--- config.mk ---
export PLATFORM = sky130hd
export DESIGN_NAME = tga_stream_rle_decoder_core
export DESIGN_NICKNAME = d
export VERILOG_FILES = /design/src/hdl/tga_pkg.sv /design/src/hdl/tga_fifo.sv /design/src/hdl/tga_front.sv /design/src/hdl/tga_back.sv /design/src/hdl/tga_stream_rle_decoder_core.sv
export SDC_FILE = /design/constraint.sdc
export NUM_CORES = 2
export LEC_CHECK = 0
export BUFFER_PORTS_ARGS = -buffer_cell sky130_fd_sc_hd__buf_4
export CAP_MARGIN = 20
export CORE_ASPECT_RATIO = 1.1
export CORE_MARGIN = 2
export CORE_UTILIZATION = 45
export DETAILED_ROUTE_END_ITERATION = 7
export SLEW_MARGIN = 20
export SYNTH_ARGS = -nofsm -noshare
export SYNTH_HDL_FRONTEND = slang
export SYNTH_HIERARCHICAL = 1
export SYNTH_SLANG_ARGS = --single-unit
--- constraint.sdc ---
create_clock -name clk_i -period 6.6 [get_ports clk_i]
set_input_delay 0.99 -clock clk_i [delete_from_list [all_inputs] [get_ports clk_i]]
set_output_delay 0.99 -clock clk_i [all_outputs]
set_load 0.01 [all_outputs]
--- src/hdl/tga_pkg.sv ---
// Shared types and constants for the TGA stream RLE decoder.
// No dependencies; imported by every module of the block except tga_fifo.
package tga_pkg;

  // Widest pixel, in bytes, and the matching accumulator width
  localparam int unsigned MAX_PIXEL_BYTES = 4;
  localparam int unsigned PIX_W           = 8 * MAX_PIXEL_BYTES;

  // Default queue depths (both must be at least 2)
  localparam int unsigned MID_DEPTH = 2;
  localparam int unsigned OUT_DEPTH = 2;

  // Result kinds
  typedef enum logic [1:0] {
    KIND_HEADER = 2'd0,
    KIND_PIXEL  = 2'd1,
    KIND_ERROR  = 2'd2
  } kind_e;

  // Status codes
  typedef enum logic [3:0] {
    ST_OK        = 4'd0,
    ST_COLOURMAP = 4'd1,
    ST_UNKNOWN   = 4'd2,
    ST_FORBIDDEN = 4'd3,
    ST_ORIGIN    = 4'd4,
    ST_ZEROSIZE  = 4'd5,
    ST_CORNER    = 4'd6,
    ST_ALPHA     = 4'd7,
    ST_DEPTH     = 4'd8,
    ST_OVERRUN   = 4'd9
  } status_e;

  // Pixel formats
  typedef enum logic [1:0] {
    FMT_GREY8 = 2'd0,
    FMT_BGR24 = 2'd1,
    FMT_BGRA32 = 2'd2
  } fmt_e;

  // One input request: a file byte
  typedef struct packed {
    logic [7:0] byte_value;
    logic       start_of_file;
  } tga_in_t;

  // One result request
  typedef struct packed {
    logic [1:0]       kind;
    logic [PIX_W-1:0] pixel_value;
    logic [7:0]       repeat_count;
    logic [31:0]      pixel_index;
    logic [15:0]      image_width;
    logic [15:0]      image_height;
    logic [1:0]       pixel_format;
    logic [3:0]       status;
    logic             image_done;
  } tga_out_t;

  // Classified event from the front end to the back end
  typedef struct packed {
    kind_e            kind;
    logic [PIX_W-1:0] value;
    logic [7:0]       left;    // pixels left in packet, 1 for uncompressed data
    logic             run;     // run packet in compressed mode
    logic             comp;    // compressed mode
    logic [15:0]      width;
    logic [15:0]      height;
    fmt_e             fmt;
    status_e          status;  // header error code for error events
  } tga_evt_t;

  localparam int unsigned EVT_W = $bits(tga_evt_t);
  localparam int unsigned OUT_W = $bits(tga_out_t);

endpackage

--- src/hdl/tga_fifo.sv ---
// Small register queue with show-ahead read, generic width and depth.
// No package dependency.
module tga_fifo #(
  parameter int unsigned Width = 8,
  parameter int unsigned Depth = 2
) (
  input  logic             clk_i,
  input  logic             rst_ni,
  input  logic             push_i,
  input  logic [Width-1:0] wdata_i,
  output logic             full_o,
  input  logic             pop_i,
  output logic [Width-1:0] rdata_o,
  output logic             empty_o
);

  localparam int unsigned PtrW = (Depth > 1) ? $clog2(Depth) : 1;
  localparam int unsigned CntW = $clog2(Depth + 1);
  localparam logic [PtrW-1:0] LastPtr = PtrW'(Depth - 1);
  localparam logic [CntW-1:0] FullCnt = CntW'(Depth);
  localparam logic [PtrW-1:0] PtrOne  = PtrW'(1);
  localparam logic [CntW-1:0] CntOne  = CntW'(1);

  logic [Width-1:0] mem_q [Depth];
  logic [PtrW-1:0]  wr_ptr_q, wr_ptr_d, rd_ptr_q, rd_ptr_d;
  logic [CntW-1:0]  count_q, count_d;
  logic             do_push, do_pop;

  assign full_o  = (count_q == FullCnt);
  assign empty_o = (count_q == '0);
  assign do_push = push_i && !full_o;
  assign do_pop  = pop_i && !empty_o;
  assign rdata_o = mem_q[rd_ptr_q];

  // Pointer and fill count update
  always_comb begin
    wr_ptr_d = wr_ptr_q;
    rd_ptr_d = rd_ptr_q;
    count_d  = count_q;
    if (do_push) begin
      wr_ptr_d = (wr_ptr_q == LastPtr) ? '0 : wr_ptr_q + PtrOne;
    end
    if (do_pop) begin
      rd_ptr_d = (rd_ptr_q == LastPtr) ? '0 : rd_ptr_q + PtrOne;
    end
    if (do_push && !do_pop) begin
      count_d = count_q + CntOne;
    end else if (!do_push && do_pop) begin
      count_d = count_q - CntOne;
    end
  end

  always_ff @(posedge clk_i or negedge rst_ni) begin
    if (!rst_ni) begin
      wr_ptr_q <= '0;
      rd_ptr_q <= '0;
      count_q  <= '0;
    end else begin
      wr_ptr_q <= wr_ptr_d;
      rd_ptr_q <= rd_ptr_d;
      count_q  <= count_d;
    end
  end

  // Storage, no reset
  always_ff @(posedge clk_i) begin
    if (do_push) begin
      mem_q[wr_ptr_q] <= wdata_i;
    end
  end

  a_count_bound: assert property (@(posedge clk_i) disable iff (!rst_ni)
    count_q <= FullCnt)
    else $error("queue fill count beyond depth");

  a_ptr_gap: assert property (@(posedge clk_i) disable iff (!rst_ni)
    (count_q == '0) |-> (wr_ptr_q == rd_ptr_q))
    else $error("empty queue with pointers apart");

endmodule

--- src/hdl/tga_front.sv ---
// Front end: parses header bytes, skips the ID field, gathers pixel bytes.
// Depends on tga_pkg; emits one tga_evt_t per header, error or pixel.
module tga_front (
  input  logic              clk_i,
  input  logic              rst_ni,
  input  logic              accept_i,
  input  tga_pkg::tga_in_t  in_i,
  output logic              evt_valid_o,
  output tga_pkg::tga_evt_t evt_o
);
  import tga_pkg::*;

  typedef enum logic [4:0] {
    PH_HEADER = 5'b00001,
    PH_ID     = 5'b00010,
    PH_PACKET = 5'b00100,
    PH_PIXEL  = 5'b01000,
    PH_ERROR  = 5'b10000
  } phase_e;

  // Header byte offsets
  localparam logic [4:0] HP_ID_LEN  = 5'd0;
  localparam logic [4:0] HP_CMAP    = 5'd1;
  localparam logic [4:0] HP_TYPE    = 5'd2;
  localparam logic [4:0] HP_XORG_L  = 5'd8;
  localparam logic [4:0] HP_XORG_H  = 5'd9;
  localparam logic [4:0] HP_YORG_L  = 5'd10;
  localparam logic [4:0] HP_YORG_H  = 5'd11;
  localparam logic [4:0] HP_WIDTH_L = 5'd12;
  localparam logic [4:0] HP_WIDTH_H = 5'd13;
  localparam logic [4:0] HP_HGT_L   = 5'd14;
  localparam logic [4:0] HP_HGT_H   = 5'd15;
  localparam logic [4:0] HP_DEPTH   = 5'd16;
  localparam logic [4:0] HP_DESC    = 5'd17;

  // Image type codes
  localparam logic [7:0] TY_NONE    = 8'd0;
  localparam logic [7:0] TY_CMAP    = 8'd1;
  localparam logic [7:0] TY_TC      = 8'd2;
  localparam logic [7:0] TY_GREY    = 8'd3;
  localparam logic [7:0] TY_RLE_CM  = 8'd9;
  localparam logic [7:0] TY_RLE_TC  = 8'd10;
  localparam logic [7:0] TY_RLE_GR  = 8'd11;

  localparam logic [7:0] DEPTH_8  = 8'd8;
  localparam logic [7:0] DEPTH_24 = 8'd24;
  localparam logic [7:0] DEPTH_32 = 8'd32;

  phase_e           phase_q, phase_d, c_phase;
  logic [4:0]       hpos_q, hpos_d, c_hpos;
  logic [7:0]       id_q, id_d, c_id;
  logic             grey_q, grey_d, c_grey;
  logic [15:0]      w_q, w_d, c_w;
  logic [15:0]      h_q, h_d, c_h;
  logic [7:0]       depth_q, depth_d, c_depth;
  logic             comp_q, comp_d, c_comp;
  logic             run_q, run_d, c_run;
  logic [7:0]       ppl_q, ppl_d, c_ppl;
  logic [PIX_W-1:0] acc_q, acc_d, c_acc;
  logic [1:0]       bip_q, bip_d, c_bip;

  logic [7:0]       b;
  logic             sof;
  status_e          err;
  fmt_e             fmt;
  logic [2:0]       bpp;
  logic [PIX_W-1:0] acc_new;
  logic [15:0]      h_new;
  phase_e           data_ph;

  assign b   = in_i.byte_value;
  assign sof = in_i.start_of_file;

  // Start of file restarts from the reset state
  always_comb begin
    c_phase = sof ? PH_HEADER : phase_q;
    c_hpos  = sof ? '0 : hpos_q;
    c_id    = sof ? '0 : id_q;
    c_grey  = sof ? 1'b0 : grey_q;
    c_w     = sof ? '0 : w_q;
    c_h     = sof ? '0 : h_q;
    c_depth = sof ? '0 : depth_q;
    c_comp  = sof ? 1'b0 : comp_q;
    c_run   = sof ? 1'b0 : run_q;
    c_ppl   = sof ? '0 : ppl_q;
    c_acc   = sof ? '0 : acc_q;
    c_bip   = sof ? '0 : bip_q;
  end

  // Format and bytes per pixel from the header fields
  always_comb begin
    if (c_grey) begin
      fmt = FMT_GREY8;
      bpp = 3'd1;
    end else if (c_depth == DEPTH_24) begin
      fmt = FMT_BGR24;
      bpp = 3'd3;
    end else begin
      fmt = FMT_BGRA32;
      bpp = 3'(MAX_PIXEL_BYTES);
    end
  end

  assign acc_new = c_acc | (PIX_W'(b) << {c_bip, 3'b000});
  assign h_new   = {b, c_h[7:0]};

  // Byte classification and state update
  always_comb begin
    phase_d = phase_q;
    hpos_d  = hpos_q;
    id_d    = id_q;
    grey_d  = grey_q;
    w_d     = w_q;
    h_d     = h_q;
    depth_d = depth_q;
    comp_d  = comp_q;
    run_d   = run_q;
    ppl_d   = ppl_q;
    acc_d   = acc_q;
    bip_d   = bip_q;
    err     = ST_OK;
    data_ph = PH_PIXEL;

    evt_valid_o  = 1'b0;
    evt_o.kind   = KIND_HEADER;
    evt_o.value  = '0;
    evt_o.left   = '0;
    evt_o.run    = 1'b0;
    evt_o.comp   = c_comp;
    evt_o.width  = c_w;
    evt_o.height = c_h;
    evt_o.fmt    = fmt;
    evt_o.status = ST_OK;

    if (accept_i) begin
      phase_d = c_phase;
      hpos_d  = c_hpos;
      id_d    = c_id;
      grey_d  = c_grey;
      w_d     = c_w;
      h_d     = c_h;
      depth_d = c_depth;
      comp_d  = c_comp;
      run_d   = c_run;
      ppl_d   = c_ppl;
      acc_d   = c_acc;
      bip_d   = c_bip;

      unique case (c_phase)
        PH_HEADER: begin
          case (c_hpos)
            HP_ID_LEN: id_d = b;
            HP_CMAP: begin
              if (b != 8'd0) err = ST_COLOURMAP;
            end
            HP_TYPE: begin
              case (b) inside
                TY_TC, TY_RLE_TC: begin
                  grey_d = 1'b0;
                  comp_d = (b == TY_RLE_TC);
                end
                TY_GREY, TY_RLE_GR: begin
                  grey_d = 1'b1;
                  comp_d = (b == TY_RLE_GR);
                end
                TY_NONE, TY_CMAP, TY_RLE_CM: err = ST_FORBIDDEN;
                default: err = ST_UNKNOWN;
              endcase
            end
            HP_XORG_L, HP_XORG_H, HP_YORG_L, HP_YORG_H: begin
              if (b != 8'd0) err = ST_ORIGIN;
            end
            HP_WIDTH_L: w_d = {8'd0, b};
            HP_WIDTH_H: w_d = {b, c_w[7:0]};
            HP_HGT_L:   h_d = {8'd0, b};
            HP_HGT_H: begin
              h_d = h_new;
              if (c_w == 16'd0 || h_new == 16'd0) err = ST_ZEROSIZE;
            end
            HP_DEPTH: depth_d = b;
            HP_DESC: begin
              if (b[5:4] != 2'b00) begin
                err = ST_CORNER;
              end else if (b[3:0] != 4'd0) begin
                err = ST_ALPHA;
              end else if (c_grey) begin
                if (c_depth != DEPTH_8) err = ST_DEPTH;
              end else if (c_depth != DEPTH_24 && c_depth != DEPTH_32) begin
                err = ST_DEPTH;
              end
            end
            default: ;
          endcase

          data_ph = comp_d ? PH_PACKET : PH_PIXEL;
          if (err != ST_OK) begin
            phase_d      = PH_ERROR;
            evt_valid_o  = 1'b1;
            evt_o.kind   = KIND_ERROR;
            evt_o.status = err;
          end else if (c_hpos >= HP_DESC) begin
            phase_d     = (id_d != 8'd0) ? PH_ID : data_ph;
            evt_valid_o = 1'b1;
            evt_o.kind  = KIND_HEADER;
          end else begin
            hpos_d = c_hpos + 5'd1;
          end
        end

        // Skip the image ID field
        PH_ID: begin
          id_d = c_id - 8'd1;
          if (id_d == 8'd0) phase_d = c_comp ? PH_PACKET : PH_PIXEL;
        end

        // Packet header: type bit and pixel count
        PH_PACKET: begin
          run_d   = b[7];
          ppl_d   = {1'b0, b[6:0]} + 8'd1;
          bip_d   = '0;
          acc_d   = '0;
          phase_d = PH_PIXEL;
        end

        // Gather pixel bytes, hand a finished pixel to the back end
        PH_PIXEL: begin
          if ({1'b0, c_bip} + 3'd1 < bpp) begin
            acc_d = acc_new;
            bip_d = c_bip + 2'd1;
          end else begin
            acc_d       = '0;
            bip_d       = '0;
            evt_valid_o = 1'b1;
            evt_o.kind  = KIND_PIXEL;
            evt_o.value = acc_new;
            evt_o.left  = c_comp ? c_ppl : 8'd1;
            evt_o.run   = c_comp && c_run;
            if (c_comp) begin
              ppl_d = c_run ? 8'd0 : c_ppl - 8'd1;
              if (ppl_d == 8'd0) phase_d = PH_PACKET;
            end
          end
        end

        PH_ERROR: ;
        default: phase_d = PH_ERROR;
      endcase
    end
  end

  // Control state
  always_ff @(posedge clk_i or negedge rst_ni) begin
    if (!rst_ni) begin
      phase_q <= PH_HEADER;
      hpos_q  <= '0;
      id_q    <= '0;
      grey_q  <= 1'b0;
      w_q     <= '0;
      h_q     <= '0;
      depth_q <= '0;
      comp_q  <= 1'b0;
      run_q   <= 1'b0;
      ppl_q   <= '0;
      acc_q   <= '0;
      bip_q   <= '0;
    end else begin
      phase_q <= phase_d;
      hpos_q  <= hpos_d;
      id_q    <= id_d;
      grey_q  <= grey_d;
      w_q     <= w_d;
      h_q     <= h_d;
      depth_q <= depth_d;
      comp_q  <= comp_d;
      run_q   <= run_d;
      ppl_q   <= ppl_d;
      acc_q   <= acc_d;
      bip_q   <= bip_d;
    end
  end

  a_hpos_range: assert property (@(posedge clk_i) disable iff (!rst_ni)
    (phase_q == PH_HEADER) |-> (hpos_q <= HP_DESC))
    else $error("header position past descriptor byte");

  a_pixel_from_data: assert property (@(posedge clk_i) disable iff (!rst_ni)
    (evt_valid_o && evt_o.kind == KIND_PIXEL) |-> (phase_q == PH_PIXEL && !sof))
    else $error("pixel event outside pixel phase");

  a_ppl_nonzero: assert property (@(posedge clk_i) disable iff (!rst_ni)
    (phase_q == PH_PIXEL && comp_q) |-> (ppl_q != 8'd0))
    else $error("compressed pixel phase with empty packet");

endmodule

--- src/hdl/tga_back.sv ---
// Back end: places pixel events in the image, clips runs, builds results.
// Depends on tga_pkg; takes tga_evt_t, gives tga_out_t.
module tga_back (
  input  logic              clk_i,
  input  logic              rst_ni,
  input  logic              head_valid_i,
  input  tga_pkg::tga_evt_t head_i,
  output logic              head_pop_o,
  input  logic              res_full_i,
  output logic              res_push_o,
  output tga_pkg::tga_out_t res_o
);
  import tga_pkg::*;

  logic [31:0] total_q, total_d;
  logic [31:0] pos_q, pos_d;
  logic        done_q, done_d;

  logic        is_pix, drop;
  logic [31:0] remaining, left32;
  logic [7:0]  used;
  logic        fin, over;

  assign is_pix = (head_i.kind == KIND_PIXEL);
  // Pixels after the last one are dropped without a result
  assign drop   = is_pix && done_q;

  assign head_pop_o = head_valid_i && (drop || !res_full_i);
  assign res_push_o = head_pop_o && !drop;

  // Run placement and clipping
  assign remaining = total_q - pos_q;
  assign left32    = {24'd0, head_i.left};
  always_comb begin
    if (head_i.run) begin
      used = (left32 < remaining) ? head_i.left : remaining[7:0];
    end else begin
      used = 8'd1;
    end
  end
  assign fin  = ({24'd0, used} >= remaining);
  assign over = head_i.comp && fin && (head_i.left > used);

  // Result formatting
  always_comb begin
    res_o              = '0;
    res_o.kind         = head_i.kind;
    res_o.image_width  = head_i.width;
    res_o.image_height = head_i.height;
    res_o.pixel_format = head_i.fmt;
    case (head_i.kind)
      KIND_PIXEL: begin
        res_o.pixel_value  = head_i.value;
        res_o.repeat_count = used;
        res_o.pixel_index  = pos_q;
        res_o.status       = over ? ST_OVERRUN : ST_OK;
        res_o.image_done   = fin;
      end
      KIND_ERROR: begin
        res_o.image_width  = '0;
        res_o.image_height = '0;
        res_o.pixel_format = '0;
        res_o.status       = head_i.status;
      end
      default: ;
    endcase
  end

  // Image position tracking
  always_comb begin
    total_d = total_q;
    pos_d   = pos_q;
    done_d  = done_q;
    if (head_pop_o) begin
      if (head_i.kind == KIND_HEADER) begin
        total_d = {16'd0, head_i.width} * {16'd0, head_i.height};
        pos_d   = '0;
        done_d  = 1'b0;
      end else if (is_pix && !done_q) begin
        pos_d  = pos_q + {24'd0, used};
        done_d = fin;
      end
    end
  end

  always_ff @(posedge clk_i or negedge rst_ni) begin
    if (!rst_ni) begin
      total_q <= '0;
      pos_q   <= '0;
      done_q  <= 1'b0;
    end else begin
      total_q <= total_d;
      pos_q   <= pos_d;
      done_q  <= done_d;
    end
  end

  a_done_at_end: assert property (@(posedge clk_i) disable iff (!rst_ni)
    done_q |-> (pos_q == total_q))
    else $error("image marked done away from its last pixel");

  a_overrun_done: assert property (@(posedge clk_i) disable iff (!rst_ni)
    (res_push_o && res_o.status == ST_OVERRUN) |-> res_o.image_done)
    else $error("overrun flagged before the image end");

  a_pos_advance: assert property (@(posedge clk_i) disable iff (!rst_ni)
    (head_pop_o && is_pix && !done_q) |=> (pos_q == $past(pos_q) + {24'd0, $past(used)}))
    else $error("pixel position did not advance by the run length");

endmodule

--- src/hdl/tga_stream_rle_decoder_core.sv ---
// Top level of the TGA stream RLE decoder: front end, event queue, back end,
// result queue. Depends on tga_pkg, tga_fifo, tga_front and tga_back.
//
//   channel  | handshake        | payload
//   ---------+------------------+------------------------------
//   input    | push / full      | in_item_i  (tga_in_t, 1 byte)
//   result   | empty / pop      | out_item_o (tga_out_t)
//
// One byte is taken every cycle while full is low; a result reaches the result
// ports through the event queue and then the result queue, both registered.
// Throughput is set by the front parser: one byte per cycle while not full.
// Reset clears every control register at once; no clearing pass.
// A stalled result side fills the result queue, then the event queue, then
// raises full; until then bytes that give no result pass without waiting.
module tga_stream_rle_decoder_core #(
  parameter int unsigned MidDepth = tga_pkg::MID_DEPTH,
  parameter int unsigned OutDepth = tga_pkg::OUT_DEPTH
) (
  input  logic              clk_i,
  input  logic              rst_ni,
  input  logic              push,
  output logic              full,
  input  tga_pkg::tga_in_t  in_item_i,
  output logic              empty,
  input  logic              pop,
  output tga_pkg::tga_out_t out_item_o
);
  import tga_pkg::*;

  logic     mid_full, mid_empty, accept;
  logic     evt_valid, head_pop;
  tga_evt_t evt, head;
  logic     res_full, res_push;
  tga_out_t res;

  assign full   = mid_full;
  assign accept = push && !mid_full;

  tga_front u_front (
    .clk_i       (clk_i),
    .rst_ni      (rst_ni),
    .accept_i    (accept),
    .in_i        (in_item_i),
    .evt_valid_o (evt_valid),
    .evt_o       (evt)
  );

  // Event queue between parser and back end
  tga_fifo #(
    .Width (EVT_W),
    .Depth (MidDepth)
  ) u_mid_q (
    .clk_i   (clk_i),
    .rst_ni  (rst_ni),
    .push_i  (evt_valid),
    .wdata_i (evt),
    .full_o  (mid_full),
    .pop_i   (head_pop),
    .rdata_o (head),
    .empty_o (mid_empty)
  );

  tga_back u_back (
    .clk_i        (clk_i),
    .rst_ni       (rst_ni),
    .head_valid_i (!mid_empty),
    .head_i       (head),
    .head_pop_o   (head_pop),
    .res_full_i   (res_full),
    .res_push_o   (res_push),
    .res_o        (res)
  );

  // Result queue towards the consumer
  tga_fifo #(
    .Width (OUT_W),
    .Depth (OutDepth)
  ) u_out_q (
    .clk_i   (clk_i),
    .rst_ni  (rst_ni),
    .push_i  (res_push),
    .wdata_i (res),
    .full_o  (res_full),
    .pop_i   (pop),
    .rdata_o (out_item_o),
    .empty_o (empty)
  );

  a_evt_room: assert property (@(posedge clk_i) disable iff (!rst_ni)
    evt_valid |-> !mid_full || !accept)
    else $error("event produced into a full queue");

  a_res_room: assert property (@(posedge clk_i) disable iff (!rst_ni)
    res_push |-> !res_full)
    else $error("result pushed into a full queue");

  a_pop_has_head: assert property (@(posedge clk_i) disable iff (!rst_ni)
    head_pop |-> !mid_empty)
    else $error("back end took an event from an empty queue");

endmodule
=== Word-level counts from Yosys, hierarchy flattened ===
Memories as Yosys holds them, arrays and structs flattened.
Index checks and enable logic that the tools add are counted.

* Bitwise logic cells: 1
* Mux-type cells: 109
* Shift-type cells: 1
* Eq/ne operators: 31
* $mul: 1
* Add/subtract/negate cells: 16
* Reductions and logical operators: 52
* Order comparisons: 5

{| class="wikitable"
|+ Operators by type and width
! operator !! count
|-
| $mux 32 || 4
|-
| $mux 8 || 14
|-
| $mux 72 || 1
|-
| $mux 16 || 4
|-
| $pmux 16 s2 || 2
|-
| $pmux 32 s2 || 1
|-
| $mux 4 || 15
|-
| $mux 5 || 12
|-
| $eq 5x4->1 const B || 9
|-
| $mux 43 || 1
|-
| $mux 42 || 1
|-
| $mux 41 || 1
|-
| $mux 34 || 1
|-
| $add 32x8->32 || 1
|-
| $ge 8x32->1 || 1
|-
| $logic_not 16->1 || 2
|-
| $lt 8x32->1 || 1
|-
| $mul 16x16->32 || 1
|-
| $or 32x32->32 || 1
|-
| $pmux 8 s2 || 2
|-
| $shl 8x5->32 || 1
|-
| $sub 32x32->32 || 1
|-
| $mux 1 || 31
|-
| $pmux 5 s5 || 1
|-
| 42 further kinds || 107
|}

* Output and inout bits: 115
* Register bits after elaboration: 176
* Input bits: 13
* Memory bits (writable): 390
* Word-level logic and storage cells: 239
* Memories: 2

{| class="wikitable"
|+ Memories
! name !! words !! bits a word !! rd ports !! clocked after Yosys merged registers in !! wr ports !! RTL line !! source
|-
| u_out_q.mem_q || 2 || 113 || 1 || 0 || 1 || tga_fifo.sv:24 || <nowiki>logic [Width-1:0] mem_q [Depth];</nowiki>
|-
| u_mid_q.mem_q || 2 || 82 || 1 || 0 || 1 || tga_fifo.sv:24 ||
|}

=== Logic depth before layout (Yosys ltp) ===
* Word-level depth: 19
* Gate-level depth with buffers: 30
* Mapped depth without buffers: 29

=== Cells and area by module ===
Netlist, hierarchy kept.

{| class="wikitable"
|+ Modules (own cells, without submodules)
! module !! instances !! sequential area each (sq um) !! area each (sq um) !! cells each
|-
| tga_back || 1 || 1,626.6 || 15,139.5 || 1,845
|-
| tga_fifo (u_out_q) || 1 || 6,886.6 || 8,599.5 || 371
|-
| tga_fifo (u_mid_q) || 1 || 5,024.8 || 6,463.7 || 274
|-
| tga_front || 1 || 2,578.7 || 6,356.1 || 700
|-
| tga_stream_rle_decoder_core || 1 || 0.0 || 17.5 || 2
|}

=== Worst setup path before layout ===
OpenSTA, ideal clock, no wires.

* Kind: input -> register
* Start point: in in_item_i[0] (netlist bit)
* End point: mem u_mid_q/mem_q[0][0] (netlist bit) (enable)
* Cell stages on the path: 14
* Data required time: 6,077 ps
* Arrival time: 6,991 ps
* Library setup time: 523 ps
* Slack: -914 ps
* Path buffers: 5
* Path through: buf_2 buf_2 buf_1 buf_1 clkbuf_1 nor2_1 ha_1 o21a_1 a21oi_1 a41oi_4 nand3_1 o21ai_0 nand2_1 nor2_1

* Word-level cells in the longest chain between the ends: 17
* Elaborated cells on any way between the ends: 49
* Those cells by class: 1 x add/sub; 2 x order compare; 14 x eq/ne; 25 x mux; 7 x reduce/logical

{| class="wikitable"
|+ Ends and longest elaborated chain
! item !! RTL line !! source
|-
| start, declared || tga_stream_rle_decoder_core.sv:23 || <nowiki>input tga_pkg::tga_in_t in_item_i,</nowiki>
|-
| $mux 8 || tga_front.sv:82 || <nowiki>c_depth = sof ? '0 : depth_q;</nowiki>
|-
| $ne 8x5->1 or $ne 8x6->1 (tied branches) || tga_front.sv:188 || <nowiki>end else if (c_depth != DEPTH_24 && c_depth != DEPTH_32) begin</nowiki>
|-
| $logic_and 1x1->1 || tga_front.sv:188 ||
|-
| $mux 4 || tga_front.sv:188 ||
|-
| $mux 4 || tga_front.sv:186 || <nowiki>end else if (c_grey) begin</nowiki>
|-
| $mux 4 || tga_front.sv:184 || <nowiki>end else if (b[3:0] != 4'd0) begin</nowiki>
|-
| $mux 4 || tga_front.sv:182 || <nowiki>if (b[5:4] != 2'b00) begin</nowiki>
|-
| $pmux 4 s5 || tga_front.sv:151 || <nowiki>case (c_hpos)</nowiki>
|-
| (+2 left out) || - ||
|-
| $reduce_bool 4->1 || tga_front.sv:196 || <nowiki>if (err != ST_OK) begin</nowiki>
|-
| $mux 1 || tga_front.sv:196 ||
|-
| $pmux 1 s2 * || tga_front.sv:149 || <nowiki>unique case (c_phase)</nowiki>
|-
| $mux 1 * || tga_front.sv:135 || <nowiki>if (accept_i) begin</nowiki>
|-
| named net evt_valid || tga_stream_rle_decoder_core.sv:31 || <nowiki>logic evt_valid, head_pop;</nowiki>
|-
| $logic_and 1x1->1 * || tga_fifo.sv:31 || <nowiki>assign do_push = push_i && !full_o;</nowiki>
|-
| $mux 1 * || tga_fifo.sv:67 || <nowiki>if (do_push) begin</nowiki>
|-
| $mux 1 (not written as such) * || tga_fifo.sv:68 || <nowiki>mem_q[wr_ptr_q] <= wdata_i;</nowiki>
|-
| end, declared || tga_fifo.sv:24 ||
|}

The timed path passes the listed nets; every way through them passes the cells marked *. The select of a mux whose other input is x is not followed.

==> metrics.txt <==
share of layout cells above drive strength 1 a little under a quarter; maxcap violations 0; M3 GR Usage 2.287%; Synth Warn # 6; Total Routing Usage GR between 20% and 30%; # fillers 6,960; antenna violations before repair 0; IO Count 128; largest net degree at the start of global routing 98; Sequential Area 16,120 sq um; Worst-Margin Slew between 1 and 1.5 ns; Synth Net Count ~3,600; first-pass GRT wire length 147,800 um; Die Ht 303.0 um; DRC Markers 12; #FFs+latches synth 566; worst r2r path cells 28; Avg Inst Size Synth 11.46 sq um; HP Class primary input to asynchronous set/reset pin; Post-synth EDFFs a little under 400; status finished with violations; Final setup viols 5; Multi-input gate area 18,870 sq um; starting DRC count in detailed routing 1,531; hold buffer count at cts 0; H-tree depth 2; worst-case hold slack 0.4065 ns; gpl congestion approximately 0.9; P&R area growth vs syn 16.82%; final setup margin -0.09130 ns; area leader, netlist edfxtp_1; M2 GR Usage 40.04%; Primary FF master, synth edfxtp_1; Clock Pin Slew Worst Setup and Hold Paths 0.06 ns; CP Launch Type register; Slew HR a little under a third; Vias/cell ~5.4; Distinct cells, synth 95; CP max FO 6; clock period minus worst slack 6.691 ns; initial core utilization a little under half; Placement Cell Area 39,760 sq um; Async SR Flop Fraction 31.10%; WL per Instance between 20 and 25 um; port bufs 127; sum of negative setup slack -0.2154 ns; vias in the first global route between 20,000 and 30,000; mapped cell area 36,580 sq um; failing checks design-rule violations, negative setup slack; CP peak stage delay 0.55 ns; clock root cell clkbuf_16; clk buf depth 3; post-layout util between 50% and 60%; crit end category register; grt total ovfl 0; Final Skew a little over 0.07 ns; row count between 100 and 150; reg2reg start u_mid_q/rd_ptr_q; sequential-to-total area share from yosys stat 44.06%; CTS tree yes; WS Path Type register to register; CP arrival 7.15 ns; final WL just over 90,000 um; DIE WIDTH 275.8 um; Antenna Nets Post-Route 0; die area 83,580 sq um; drt pass-1 iters 7; met1 Use GR 28.70%; number of CTS-inserted buffers 60; RSZ-0062 raised after global routing true; detailed placer's ending HPWL 67,880 um; worst-skew pair later-pin latency around 0.67 ns; final worst path period share 101.4%; Final Hold Viols 0; busiest grt layer met2; Crit-path slowest cell dfrtp_4; dominant cells by area after synthesis edfxtp_1 32%, dfrtp_1 12%, fa_1 11%, ha_1 6.4%, mux2_4 5.6%; CTS sink cnt 566; f_max around 150 MHz; reg2reg setup slack -0.09 ns; Core Area 80,460 sq um; via count 24,760; Cells after Synth 3,192; Synth top area share 32.02%; fin area 42,730 sq um; FF-to-FF End u_back/total_q[29]; Final nets around 3,900; Critical Path RT a little over 7 ns; fin. max-slew vios 0
stage by stage:
step           worst slack, ns  cells
3_5_place_dp           -0.1981   4427
3_3_place_gp           -0.1157   4427
6_report              -0.09130   4577
4_1_cts               -0.08064   4567
2_1_floorplan        0.0008633   3192
5_1_grt                -0.3188   4576
layout make-up:
type                    count  share of cell area, %
clock inverters            42                  1.233
repair buffers            368                  7.221
multi-input cells        2154                  44.17
diodes                      1               0.005857
flip-flops and latches    566                  37.74
inverters                 320                  2.811
well taps                1054                  3.086
clock buffers              72                  3.736
Yosys cell counts (all sizes together) (4+ instances only):
library cell  count
edfxtp          390
inv             319
nand2           288
mux2            206
and2            196
fa              196
ha              187
dfrtp           175
nor2            165
o21ai           119
clkbuf          102
a21oi            99
nor2b            88
a22o             79
xnor2            54
buf              50
a21o             35
xor2             34
a22oi            33
nor4             30
nand3            28
and3             27
nor3             27
nand2b           22
a31oi            21
nand4            21
o21bai           20
or3              14
a211oi           13
mux2i            13
o21a             12
nor3b            11
and4             10
o211ai            9
or4               9
nor4b             8
o31ai             7
a221o             6
a311oi            4
a41oi             4
o221ai            4
o22ai             4
or2               4
worst max-delay path by stage:
stage                     startpoint                 end  slack [ns]  depth (start not counted)
finish              u_mid_q/rd_ptr_q  u_back/total_q[29]       -0.09                         28
global route        u_mid_q/rd_ptr_q  u_back/total_q[30]       -0.32                         27
CTS                 u_mid_q/rd_ptr_q  u_back/total_q[29]       -0.08                         24
detailed placement  u_mid_q/rd_ptr_q  u_back/total_q[27]       -0.20                         23
global placement    u_mid_q/rd_ptr_q  u_back/total_q[27]       -0.12                         24
floorplan           u_mid_q/rd_ptr_q  u_back/total_q[30]      0.0009                         25
registers in the layout, summed over array words and instances (netlist names), 2 cells and up:
register,count
u_back/pos_q,32
u_back/total_q,32
u_front/acc_q,32
u_front/bip_q,2
u_front/depth_q,8
u_front/h_q,16
u_front/hpos_q,5
u_front/id_q,8
u_front/phase_q,5
u_front/ppl_q,8
u_front/w_q,16
u_mid_q/count_q,2
u_mid_q/mem_q,164
u_out_q/count_q,2
u_out_q/mem_q,226
cell families after synthesis:
kind of cell | Yosys count | synth area share, %
buf+inv | 472 | 5.497
simple gates | 958 | 13.67
compound gates | 506 | 9.448
fa+ha+maj | 383 | 17.12
xor+xnor | 88 | 2.107
flops | 566 | 44.06
mux | 219 | 8.094
critical path: cells and delay by family (launching register included):
family / cells / cell delay (ns)
fa+ha+maj: 7 / 3.28
mux: 1 / 0.29
compound gates: 9 / 1.33
simple gates: 1 / 0.07
xor+xnor: 1 / 0.14
buf+inv: 9 / 0.84
flops: 1 / 0.55
per-layer routing:
metal / routed length [um] / part of all wire (%) / vias up
li1: - / - / 11660
met1: 39460 / 43 / 12460
met2: 47230 / 51 / 501
met3: 2997 / 3.2 / 148
met4: 2853 / 3.1 / 0
met5: 0 / 0 / -
layout by cell type, fill, tap and decap left out, types with 35 or more instances in the layout:
cell type / synthesis / layout
edfxtp_1: 390 / 390
buf_4: 6 / 324
inv_1: 318 / 301
nand2_1: 288 / 275
and2_1: 195 / 190
fa_1: 196 / 185
ha_1: 187 / 174
dfrtp_1: 175 / 173
nor2_1: 161 / 157
mux2_4: 136 / 136
o21ai_0: 104 / 94
a21oi_1: 98 / 89
nor2b_1: 87 / 86
a22o_1: 79 / 78
mux2_2: 70 / 70
clkbuf_16: 0 / 60
xnor2_1: 54 / 54
a21o_1: 35 / 35
repair_timing:
action / 4_1_cts / 5_1_grt
pin swaps: 77 / 28
cloned: 3 / 0
resized for setup: 88 / 51
endpoints found under the setup margin: 10 / 25
setup buffers: 24 / 9
Power is left out: the tool's default activity adds up to more than one toggle a clock period on the data nets, which glitch-free logic cannot reach.
